$ cat config.mk
export PLATFORM = sky130hd
export DESIGN_NAME = string_literal_escape_decoder_unit
export DESIGN_NICKNAME = d
export VERILOG_FILES = /design/src/sv/sled_pkg.sv /design/src/sv/sled_decode.sv /design/src/sv/sled_outq.sv /design/src/sv/string_literal_escape_decoder_unit.sv
export SDC_FILE = /design/constraint.sdc
export NUM_CORES = 1
export LEC_CHECK = 0
export BUFFER_PORTS_ARGS = -buffer_cell sky130_fd_sc_hd__buf_4
export CORE_MARGIN = 8
export CORE_UTILIZATION = 45
export CTS_CLUSTER_DIAMETER = 80
export DETAILED_ROUTE_END_ITERATION = 16
export GPL_ROUTABILITY_DRIVEN = 1
export RECOVER_POWER = 25
export SLEW_MARGIN = 5
export SYNTH_ARGS = -nofsm -noshare
export SYNTH_HDL_FRONTEND = slang
export SYNTH_HIERARCHICAL = 1
export SYNTH_SLANG_ARGS = --single-unit
$ cat constraint.sdc
create_clock -name i_clk -period 4 [get_ports i_clk]
set_clock_uncertainty 0.15 [all_clocks]
set_input_delay 0.4 -clock i_clk [delete_from_list [all_inputs] [get_ports i_clk]]
set_output_delay 0.4 -clock i_clk [all_outputs]
set_load 0.1 [all_outputs]
$ cat src/sv/sled_pkg.sv
// ----------------------------------------------------------------------------
// String literal escape decoder package
// Shared types, character codes and small decode functions.
// ----------------------------------------------------------------------------
package sled_pkg;

    // Result queue sizing: room for two pushes while one result waits.
    localparam int QUEUE_DEPTH = 4;
    localparam int QPTR_W      = $clog2(QUEUE_DEPTH);
    localparam int QCNT_W      = $clog2(QUEUE_DEPTH + 1);

    // Character codes
    localparam logic [7:0] CH_BSLASH = 8'h5C;
    localparam logic [7:0] CH_DQUOTE = 8'h22;
    localparam logic [7:0] CH_SQUOTE = 8'h27;
    localparam logic [7:0] CH_QMARK  = 8'h3F;
    localparam logic [7:0] CH_X      = 8'h78;
    localparam logic [7:0] CH_N      = 8'h6E;
    localparam logic [7:0] CH_T      = 8'h74;
    localparam logic [7:0] CH_V      = 8'h76;
    localparam logic [7:0] CH_B      = 8'h62;
    localparam logic [7:0] CH_R      = 8'h72;
    localparam logic [7:0] CH_F      = 8'h66;
    localparam logic [7:0] CH_A      = 8'h61;
    localparam logic [7:0] CH_0      = 8'h30;
    localparam logic [7:0] CH_7      = 8'h37;
    localparam logic [7:0] CH_9      = 8'h39;
    localparam logic [7:0] CH_LA     = 8'h61;
    localparam logic [7:0] CH_LF     = 8'h66;
    localparam logic [7:0] CH_UA     = 8'h41;
    localparam logic [7:0] CH_UF     = 8'h46;

    // Decoder mode
    typedef enum logic [1:0] {
        MODE_NORMAL = 2'd0,
        MODE_ESCAPE = 2'd1,
        MODE_OCTAL  = 2'd2,
        MODE_HEX    = 2'd3
    } t_mode;

    // One result transaction
    typedef struct packed {
        logic [7:0] out_byte;
        logic       has_byte;
        logic       end_of_literal;
    } t_result;

    // Up to two results produced by one input character, in order
    typedef struct packed {
        logic    a_valid;
        t_result a;
        logic    b_valid;
        t_result b;
    } t_pair;

    // Hex digit value: bit 4 flags a valid digit
    function automatic logic [4:0] hex_val(input logic [7:0] c);
        logic [7:0] d;
        begin
            d = 8'h00;
            if (c >= CH_0 && c <= CH_9) begin
                d = c - CH_0;
                return {1'b1, d[3:0]};
            end
            if (c >= CH_LA && c <= CH_LF) begin
                d = c - CH_LA + 8'd10;
                return {1'b1, d[3:0]};
            end
            if (c >= CH_UA && c <= CH_UF) begin
                d = c - CH_UA + 8'd10;
                return {1'b1, d[3:0]};
            end
            return 5'd0;
        end
    endfunction

    // Simple escape byte: bit 8 flags a known simple escape
    function automatic logic [8:0] simple_esc(input logic [7:0] c);
        logic [8:0] r;
        begin
            unique case (c)
                CH_N:      r = {1'b1, 8'h0A};
                CH_T:      r = {1'b1, 8'h09};
                CH_V:      r = {1'b1, 8'h0B};
                CH_B:      r = {1'b1, 8'h08};
                CH_R:      r = {1'b1, 8'h0D};
                CH_F:      r = {1'b1, 8'h0C};
                CH_A:      r = {1'b1, 8'h07};
                CH_BSLASH: r = {1'b1, 8'h5C};
                CH_QMARK:  r = {1'b1, 8'h3F};
                CH_SQUOTE: r = {1'b1, 8'h27};
                CH_DQUOTE: r = {1'b1, 8'h22};
                default:   r = 9'd0;
            endcase
            return r;
        end
    endfunction

endpackage

$ cat src/sv/sled_decode.sv
// ----------------------------------------------------------------------------
// String literal escape decoder: character decode
// Holds the escape state and turns one character into up to two results.
// ----------------------------------------------------------------------------
module sled_decode (
    input  logic            i_clk,
    input  logic            i_rst_n,
    input  logic            i_take,
    input  logic [7:0]      i_ch,
    input  logic            i_first,
    input  logic            i_last,
    input  logic            i_quoted,
    output sled_pkg::t_pair o_pair
);

    sled_pkg::t_mode r_mode, n_mode, eff_mode;
    logic [7:0]      r_val, n_val, eff_val;
    logic            r_seen, n_seen, eff_seen;

    logic [4:0]      hx;
    logic [8:0]      se;
    logic            is_oct;
    logic            nc_emit;
    logic            flush;

    // Hold state; advance only on an accepted transaction
    always_ff @(posedge i_clk) begin
        if (!i_rst_n) begin
            r_mode <= sled_pkg::MODE_NORMAL;
            r_val  <= 8'd0;
            r_seen <= 1'b0;
        end else if (i_take) begin
            r_mode <= n_mode;
            r_val  <= n_val;
            r_seen <= n_seen;
        end
    end

    // Decode the character against the (possibly cleared) state
    always_comb begin
        eff_mode = i_first ? sled_pkg::MODE_NORMAL : r_mode;
        eff_val  = i_first ? 8'd0 : r_val;
        eff_seen = i_first ? 1'b0 : r_seen;

        hx      = sled_pkg::hex_val(i_ch);
        se      = sled_pkg::simple_esc(i_ch);
        is_oct  = (i_ch >= sled_pkg::CH_0) && (i_ch <= sled_pkg::CH_7);
        nc_emit = (i_ch != sled_pkg::CH_BSLASH) && (i_ch != sled_pkg::CH_DQUOTE);
        flush   = (eff_mode == sled_pkg::MODE_OCTAL) ||
                  ((eff_mode == sled_pkg::MODE_HEX) && eff_seen);

        n_mode = eff_mode;
        n_val  = eff_val;
        n_seen = eff_seen;
        o_pair = '0;

        if (!i_quoted) begin
            // Pass the raw character through untouched
            o_pair.a_valid          = 1'b1;
            o_pair.a.out_byte       = i_ch;
            o_pair.a.has_byte       = 1'b1;
            o_pair.a.end_of_literal = i_last;
        end else if (i_last) begin
            // Drop the closing character, flush any pending numeric escape
            o_pair.a_valid          = 1'b1;
            o_pair.a.out_byte       = flush ? eff_val : 8'd0;
            o_pair.a.has_byte       = flush;
            o_pair.a.end_of_literal = 1'b1;
            n_mode = sled_pkg::MODE_NORMAL;
            n_val  = 8'd0;
            n_seen = 1'b0;
        end else if (!i_first) begin
            unique case (eff_mode)
                sled_pkg::MODE_NORMAL: begin
                    if (i_ch == sled_pkg::CH_BSLASH) begin
                        n_mode = sled_pkg::MODE_ESCAPE;
                    end
                    o_pair.b_valid    = nc_emit;
                    o_pair.b.out_byte = i_ch;
                    o_pair.b.has_byte = 1'b1;
                end
                sled_pkg::MODE_ESCAPE: begin
                    n_mode = sled_pkg::MODE_NORMAL;
                    if (se[8]) begin
                        o_pair.b_valid    = 1'b1;
                        o_pair.b.out_byte = se[7:0];
                        o_pair.b.has_byte = 1'b1;
                    end else if (is_oct) begin
                        n_mode = sled_pkg::MODE_OCTAL;
                        n_val  = {5'd0, i_ch[2:0]};
                        n_seen = 1'b1;
                    end else if (i_ch == sled_pkg::CH_X) begin
                        n_mode = sled_pkg::MODE_HEX;
                        n_val  = 8'd0;
                        n_seen = 1'b0;
                    end
                end
                sled_pkg::MODE_OCTAL, sled_pkg::MODE_HEX: begin
                    if (eff_mode == sled_pkg::MODE_OCTAL && is_oct) begin
                        n_val = {eff_val[4:0], i_ch[2:0]};
                    end else if (eff_mode == sled_pkg::MODE_HEX && hx[4]) begin
                        n_val  = {eff_val[3:0], hx[3:0]};
                        n_seen = 1'b1;
                    end else begin
                        // Terminate the escape, then decode this character afresh
                        o_pair.a_valid    = flush;
                        o_pair.a.out_byte = eff_val;
                        o_pair.a.has_byte = 1'b1;
                        n_mode = (i_ch == sled_pkg::CH_BSLASH) ?
                                 sled_pkg::MODE_ESCAPE : sled_pkg::MODE_NORMAL;
                        n_val  = 8'd0;
                        n_seen = 1'b0;
                        o_pair.b_valid    = nc_emit;
                        o_pair.b.out_byte = i_ch;
                        o_pair.b.has_byte = 1'b1;
                    end
                end
                default: begin
                    n_mode = sled_pkg::MODE_NORMAL;
                end
            endcase
        end
    end

endmodule

$ cat src/sv/sled_outq.sv
// ----------------------------------------------------------------------------
// String literal escape decoder: result queue
// Small register queue taking up to two results a cycle, giving out one.
// ----------------------------------------------------------------------------
module sled_outq (
    input  logic              i_clk,
    input  logic              i_rst_n,
    input  logic              i_push,
    input  sled_pkg::t_pair   i_pair,
    output logic              o_space,
    output logic              o_valid,
    input  logic              i_ready,
    output sled_pkg::t_result o_res
);

    sled_pkg::t_result                   r_q [sled_pkg::QUEUE_DEPTH];
    logic [sled_pkg::QPTR_W-1:0]         r_wptr, n_wptr;
    logic [sled_pkg::QPTR_W-1:0]         r_rptr, n_rptr;
    logic [sled_pkg::QCNT_W-1:0]         r_count, n_count;
    logic                                r_en;

    logic [1:0]                          push_n;
    logic                                pop;
    logic [sled_pkg::QPTR_W-1:0]         wptr1;
    sled_pkg::t_result                   first_res;

    // Compact the pair so the first live result lands at the write pointer
    always_comb begin
        push_n    = 2'd0;
        if (i_push) begin
            push_n = {1'b0, i_pair.a_valid} + {1'b0, i_pair.b_valid};
        end
        first_res = i_pair.a_valid ? i_pair.a : i_pair.b;
        wptr1     = r_wptr + 1'b1;
        pop       = o_valid && i_ready;
        n_wptr    = r_wptr + push_n[sled_pkg::QPTR_W-1:0];
        n_rptr    = r_rptr + {{(sled_pkg::QPTR_W-1){1'b0}}, pop};
        n_count   = r_count + {{(sled_pkg::QCNT_W-2){1'b0}}, push_n}
                    - {{(sled_pkg::QCNT_W-1){1'b0}}, pop};
    end

    // Write entries; payload needs no reset
    always_ff @(posedge i_clk) begin
        if (push_n != 2'd0) begin
            r_q[r_wptr] <= first_res;
        end
        if (push_n == 2'd2) begin
            r_q[wptr1] <= i_pair.b;
        end
    end

    // Advance pointers and fill count
    always_ff @(posedge i_clk) begin
        if (!i_rst_n) begin
            r_wptr  <= '0;
            r_rptr  <= '0;
            r_count <= '0;
            r_en    <= 1'b0;
        end else begin
            r_wptr  <= n_wptr;
            r_rptr  <= n_rptr;
            r_count <= n_count;
            r_en    <= 1'b1;
        end
    end

    assign o_valid = (r_count != '0);
    assign o_res   = r_q[r_rptr];
    assign o_space = r_en &&
        (r_count <= sled_pkg::QCNT_W'(sled_pkg::QUEUE_DEPTH - 2));

endmodule

$ cat src/sv/string_literal_escape_decoder_unit.sv
// ----------------------------------------------------------------------------
// String literal escape decoder unit
// Decodes a C-style string literal one raw character per transaction.
// ----------------------------------------------------------------------------
// Usage:
//   Slave side carries one raw character per transaction: tdata holds the
//   character, tlast marks the literal's final character, tuser[0] marks its
//   first character and tuser[1] says the literal is quote-delimited.
//   Master side carries one decoded result per transaction: tdata the byte,
//   tuser[0] set when the byte is meaningful, tlast on the literal's end.
//   A character yields zero, one or two results.
//   Each result is registered in the result queue before the master side shows it.
//   Throughput: one character per cycle while each yields at most one result
//   and the receiver does not stall; a character that yields two adds a result
//   that the single output port must drain from the four-entry result queue.
//   Reset clears the escape state and empties the queue; tready stays low
//   during reset and the cycle after it.
//   When the receiver stalls, results wait in the queue and tready falls once
//   fewer than two free entries remain; nothing is lost.
// ----------------------------------------------------------------------------
module string_literal_escape_decoder_unit (
    input  logic       i_clk,
    input  logic       i_rst_n,
    input  logic       i_s_tvalid,
    output logic       o_s_tready,
    input  logic [7:0] i_s_tdata,    // [7:0] ch
    input  logic [1:0] i_s_tuser,    // [0] is_first, [1] is_quoted
    input  logic       i_s_tlast,    // is_last
    output logic       o_m_tvalid,
    input  logic       i_m_tready,
    output logic [7:0] o_m_tdata,    // [7:0] out_byte
    output logic [0:0] o_m_tuser,    // [0] has_byte
    output logic       o_m_tlast     // end_of_literal
);

    logic              take;
    sled_pkg::t_pair   pair;
    sled_pkg::t_result res;

    assign take = i_s_tvalid && o_s_tready;

    // Character decode and escape state
    sled_decode u_decode (
        .i_clk    (i_clk),
        .i_rst_n  (i_rst_n),
        .i_take   (take),
        .i_ch     (i_s_tdata),
        .i_first  (i_s_tuser[0]),
        .i_last   (i_s_tlast),
        .i_quoted (i_s_tuser[1]),
        .o_pair   (pair)
    );

    // Result queue towards the master side
    sled_outq u_outq (
        .i_clk   (i_clk),
        .i_rst_n (i_rst_n),
        .i_push  (take),
        .i_pair  (pair),
        .o_space (o_s_tready),
        .o_valid (o_m_tvalid),
        .i_ready (i_m_tready),
        .o_res   (res)
    );

    assign o_m_tdata    = res.out_byte;
    assign o_m_tuser[0] = res.has_byte;
    assign o_m_tlast    = res.end_of_literal;

endmodule

# == Word level (Yosys, flattened, before mapping) ==
# Memory sizes are Yosys's and may differ from the RTL's. A register that Yosys moved wholly into a read port is not among the register bits.
# Index checks and enable logic that the tools add are counted.
# totals
memories,1
reg_bits,19
romBits,0
latch_bits,0
output_inout_bits,12
ram_bits,40
# classes
mux,68
eq_ne,18
bitwise,0
div_mod_pow,0
order_cmp,8
n_addsub,11
shifts,0
reduce_logical,16
multipliers,0
# memory_table
name,words,width,read_ports,rd_ports_with_merged_regs,write_ports,line,rtl
u_outq.r_q,4,10,1,1,2,sled_outq.sv:16,sled_pkg::t_result r_q [sled_pkg::QUEUE_DEPTH];
# ops
cell,count
10-bit 2-to-1 mux,12
9-bit case mux with 11 select lines,1
8-bit 2-to-1 mux,10
8-bit by 7-bit equality test with 1-bit output (second input constant),9
5-bit 2-to-1 mux,6
10-bit case mux with 3 select lines,1
8-bit by 6-bit equality test with 1-bit output (second input constant),3
2-bit 2-to-1 mux,12
1-bit 2-to-1 mux,22
8-bit by 7-bit greater-or-equal comparator with 1-bit output (second input constant),2
8-bit by 6-bit less-or-equal comparator with 1-bit output (second input constant),2
8-bit by 7-bit less-or-equal comparator with 1-bit output (second input constant),2
8-bit case mux with 2 select lines,1
4-bit by 1-bit subtractor with 4-bit output (second input constant),3
1-bit logical AND,11
11-bit 2-to-1 mux,1
4-bit adder (second input constant),2
8-bit by 6-bit greater-or-equal comparator with 1-bit output (second input constant),1
8-bit by 6-bit != test with 1-bit output (second input constant),1
8-bit by 7-bit != test with 1-bit output (second input constant),1
2-bit equality test (second input constant),3
2-bit case mux with 3 select lines,1
3-bit by 2-bit adder with 3-bit output,1
3-bit by 2-bit less-or-equal comparator with 1-bit output (second input constant),1
other kinds (12),12

# == Logic depth before layout (Yosys ltp) ==
# logic_depth
word_depth,21
depth_mapped,17

# == Cells and area by module ==
# Netlist, hierarchy kept.
# by_module_without_submodules
mod,n_inst,area_each_um2,cells_per_inst
sled_outq,1,2437.3,171
sled_decode,1,1680.4,236
string_literal_escape_decoder_unit,1,6.3,1

# == Least setup slack after synthesis ==
# Ideal clock, no wire load.
# synth_path
kind,register to register
from,reg u_outq/r_count[1] in the netlist's numbering
to,reg u_outq/r_count[2] in the netlist's numbering
required_time_ns,3.735
stages_incl_launch_ff,11
period_less_slack_ns,4.714
setup_slack_ns,-0.714
n_path_buf,1
arrival_ns,4.449
path_cell_list,dfxtp_1 -> a211oi_1 -> and2_1 -> buf_2 -> nand2_1 -> ha_1 -> inv_1 -> fa_1 -> xnor2_1 -> xnor2_1 -> and2_1
# synth_via
elab_chain_len,6
elab_cells_between_ends,8
classes_between,add/sub: 2; order compare: 1; mux: 1; reduce/logical: 4
# synth_lines
element,line,rtl
start: declaration,sled_outq.sv:19,"logic [sled_pkg::QCNT_W-1:0] r_count, n_count;"
start signal: assignment,sled_outq.sv:62,r_count <= n_count;
3-bit by 2-bit less-or-equal comparator with 1-bit output,sled_outq.sv:70,(r_count <= sled_pkg::QCNT_W'(sled_pkg::QUEUE_DEPTH - 2));
1-bit logical AND,sled_outq.sv:69,assign o_space = r_en &&
net o_s_tready,string_literal_escape_decoder_unit.sv:25,"output logic o_s_tready,"
1-bit logical AND,string_literal_escape_decoder_unit.sv:40,assign take = i_s_tvalid && o_s_tready;
net take,string_literal_escape_decoder_unit.sv:36,logic take;
2-bit 2-to-1 mux,sled_outq.sv:30,if (i_push) begin
3-bit by 2-bit adder with 3-bit output,sled_outq.sv:38,"n_count = r_count + {{(sled_pkg::QCNT_W-2){1'b0}}, push_n}"
3-bit by 1-bit subtractor with 3-bit output,sled_outq.sv:39,"- {{(sled_pkg::QCNT_W-1){1'b0}}, pop};"
# The timed path passes the listed nets, and every way through them passes these cells.
# A chain may end at the register's enable or synchronous reset.

==> results_dict.tcl <==
set metrics [dict create \
    avgSynthCellArea_um2 10.1 \
    initial_core_util_pct 45.5 \
    cts.sinks 59 \
    fin_util_pct 51.1 \
    min_period_ns 3.57 \
    setup_slack_ns 0.430 \
    path_class "primary input to register" \
    hold_class "register to register" \
    top_layer_used "met4" \
    nets 468 \
    holdBufCountCts 0 \
    drive_gt1_share_pct 19.4 \
    grt_usage_pct 17.2 \
    worstPathRequired_ns 4.08 \
    tns_ns 0 \
    p_per_area_nw_per_um2 456 \
    fillCellCount 833 \
    io_pins 27 \
    clock_latency_ns 0.34 \
    synth.area.top_cells "edfxtp_1, o2bb2ai_1, dfxtp_1" \
    fmax_ghz 0.280 \
    finalHoldViolCount 0 \
    slowest_delay_ns 0.43 \
    gp_congestion 0.952 \
    root_buffer "clkbuf_8" \
    diodes 0 \
    synth_commonest_cells "o2bb2ai_1, nand2_1, edfxtp_1, a21oi_1, dfxtp_1" \
    grt_pass1_vias 3319 \
    die_h_um 112 \
    synthesis.area_um2 4120 \
    area_delta_synth_final_pct 12.3 \
    place_ws_ns 0.0934 \
    antenna_found_initial 0 \
    viasPerCell 6.10 \
    ys_types 72 \
    post-dp-hpwl_um 7950 \
    ys_seq_area_share_pct 38.3 \
    htree_levels 3 \
    num_rows 35 \
    port_buffers 26 \
    grt_pass1_wl_um 17400 \
    postCtsSetupBuffers 0 \
    routed_wl_um 10600 \
    dp.cells 544 \
    p_leak_nw 1.54 \
    startpoint_type "primary input" \
    routed-via-count 3415 \
    yosysTopAreaCellShare_pct 29.1 \
    cts_buffers 9 \
    maxSlewViolCount 0 \
    drt_iter0_drc 247 \
    async_flop_share_pct 0 \
    layout.cells.non_filler 560 \
    synth_top_cell_by_area "edfxtp_1" \
    wl_per_cell_um 19.0 \
    cts_buffer_depth 2 \
    status "finished, final reports clean" \
    rsz0062_at_grt "no" \
    fin_crit_sh_pct 89.3 \
    drtAntennaViolNets 0 \
    p_comb_share_pct 38.9 \
    cts_tree "done" \
    core-area_um2 9060 \
    crit_path_cell_trace "buf_4 -> inv_1 -> ha_1 -> inv_1 -> o311ai_1 -> o32a_2 -> nand2_1 -> o41ai_1 -> ha_1 -> nand2_1 -> nand3_1 -> nand2_1 -> ha_1 -> fa_1 -> xnor2_1 -> xnor2_1 -> and2_1" \
    drc_errors 0 \
    clk_pin_slew_ns 0.07 \
    slew-limit-headroom_pct 21.3 \
    drtPass1Iterations 5 \
    ys_seq_elements 59 \
    p_switching_w 0.000898 \
    synth_fp_nets 432 \
    worstPathMaxFanout 7 \
    synth_flop_cell "edfxtp_1" \
    vdd_drop_max_v 0.000204 \
    wl_met3_um 625 \
    overflow 0 \
    synth.most_common_cell "o2bb2ai_1" \
    grt_max_degree 29 \
    max_cap_violations 0 \
    p_int_w 0.00121 \
    p_seq_share_pct 36.4 \
    dieArea_um2 12500 \
    synth_edf_count 40 \
    yosysWarnings 6 \
    met1Wirelength_um 4760 \
    ctsResizeCount 0 \
    swShare_pct 42.5 \
    endpoint_kind "register" \
    dr_wl_met2_um 5090 \
    cp_slowest_cell "o41ai_1" \
    syn_inst 408 \
    clock_power_share_pct 24.7 \
    cp_data_arrival_time_ns 3.65 \
    worstMarginPinSlew_ns 1.19 \
    die_w_um 112 \
    setup_violations 0 \
]
==> worst paths after layout <==
check / from / endpoint / slack, ns / cells after the start
max: i_s_tdata[1] / u_outq/r_count[2] / 0.43 / 17
min: u_decode/r_seen / u_decode/r_seen / 0.31 / 2
max reg2reg: u_decode/r_mode[1] / u_outq/r_count[2] / 0.47 / 15
min reg2reg: u_decode/r_seen / u_decode/r_seen / 0.31 / 2
==> flip-flops by register name, summed over array words and instances, names as in the netlist <==
register / count
u_decode/r_mode: 2
u_outq/r_wptr: 2
u_outq/r_q: 40
u_decode/r_val: 8
u_decode/r_seen: 1
u_outq/r_en: 1
u_outq/r_count: 3
u_outq/r_rptr: 2
==> routing by layer <==
| metal | vias to the layer above | GRT usage (%) |
|---|---|---|
| met5 | - | 0 |
| met4 | 0 | 5.38 |
| met3 | 12 | 3.84 |
| met2 | 110 | 29.0 |
| met1 | 1641 | 21.5 |
| li1 | 1652 | - |
==> logic make-up (layout without fill, tap and decap cells) <==
| group | count (synthesis) | after routing | synth area share, % |
|---|---|---|---|
| AO/OA/AOI/OAI | 139 | 139 | 27.9 |
| AND/OR/NAND/NOR | 136 | 136 | 17.7 |
| flip-flops | 59 | 59 | 38.3 |
| buffers and inverters | 41 | 82 | 4.73 |
| multiplexers | 14 | 14 | 6.43 |
| adder cells (fa/ha/maj) | 9 | 9 | 2.91 |
| XOR/XNOR | 9 | 9 | 1.91 |
| other | 1 | 1 | 0.0909 |
==> cells in the final DEF (no fill, tap or decap), drive strengths merged, types with 3 or more instances in the layout <==
cell type / instances
o21bai: 3
edfxtp: 40
nand3b: 7
dfxtp: 19
o211ai: 4
buf: 35
nor2b: 6
nand3: 12
o22ai: 9
mux4: 10
nand2b: 8
clkinv: 4
nor2: 21
nor3: 10
and2: 11
o21ba: 3
o31ai: 8
xnor2: 8
mux2i: 4
o32a: 3
o311ai: 3
inv: 17
clkbuf: 25
ha: 8
o2bb2ai: 45
nor3b: 3
nand2: 44
and3: 3
a311oi: 4
o21ai: 13
a21oi: 22
==> critical path, delay by kind of cell <==
| kind | cells | cell delay, ns |
|---|---|---|
| and+or+nand+nor | 5 | 0.58 |
| buffers and inverters | 3 | 0.33 |
| adders and majority gates | 4 | 1.03 |
| xor gates and xnor gates | 2 | 0.28 |
| AOI/OAI and AO/OA | 3 | 1.03 |
==> power by group through the flow <==
stage / Combinational, W / Sequential [W] / Clock, W
4_1_cts: 0.000871 / 0.000772 / 0.000535
5_1_grt: 0.000870 / 0.000779 / 0.000560
6_report: 0.000820 / 0.000768 / 0.000522
2_1_floorplan: 0.000737 / 0.000740 / 0
3_3_place_gp: 0.000868 / 0.000784 / 0
3_5_place_dp: 0.000868 / 0.000786 / 0
==> metrics by stage <==
step	power, W	hold slack [ns]	cell area [um^2]
3_3_place_gp	0.00165	0.297	4500
4_1_cts	0.00218	0.121	4690
2_1_floorplan	0.00148	0.278	4130
3_5_place_dp	0.00165	0.309	4500
5_1_grt	0.00221	0.347	4630
6_report	0.00211	0.311	4630
==> cell type report <==
type                       instances  area (um^2)  share of cell area [%]
tap                              111          139                    3.00
timing repair buffer              49          315                    6.81
multi-input combinational        308         2340                    50.6
clock buffer                      11          131                    2.84
clock inverter                     5         53.8                    1.16
sequential                        59         1580                    34.2
inverter                          17         63.8                    1.38
Note: power is estimated with default switching activity, not from simulation.
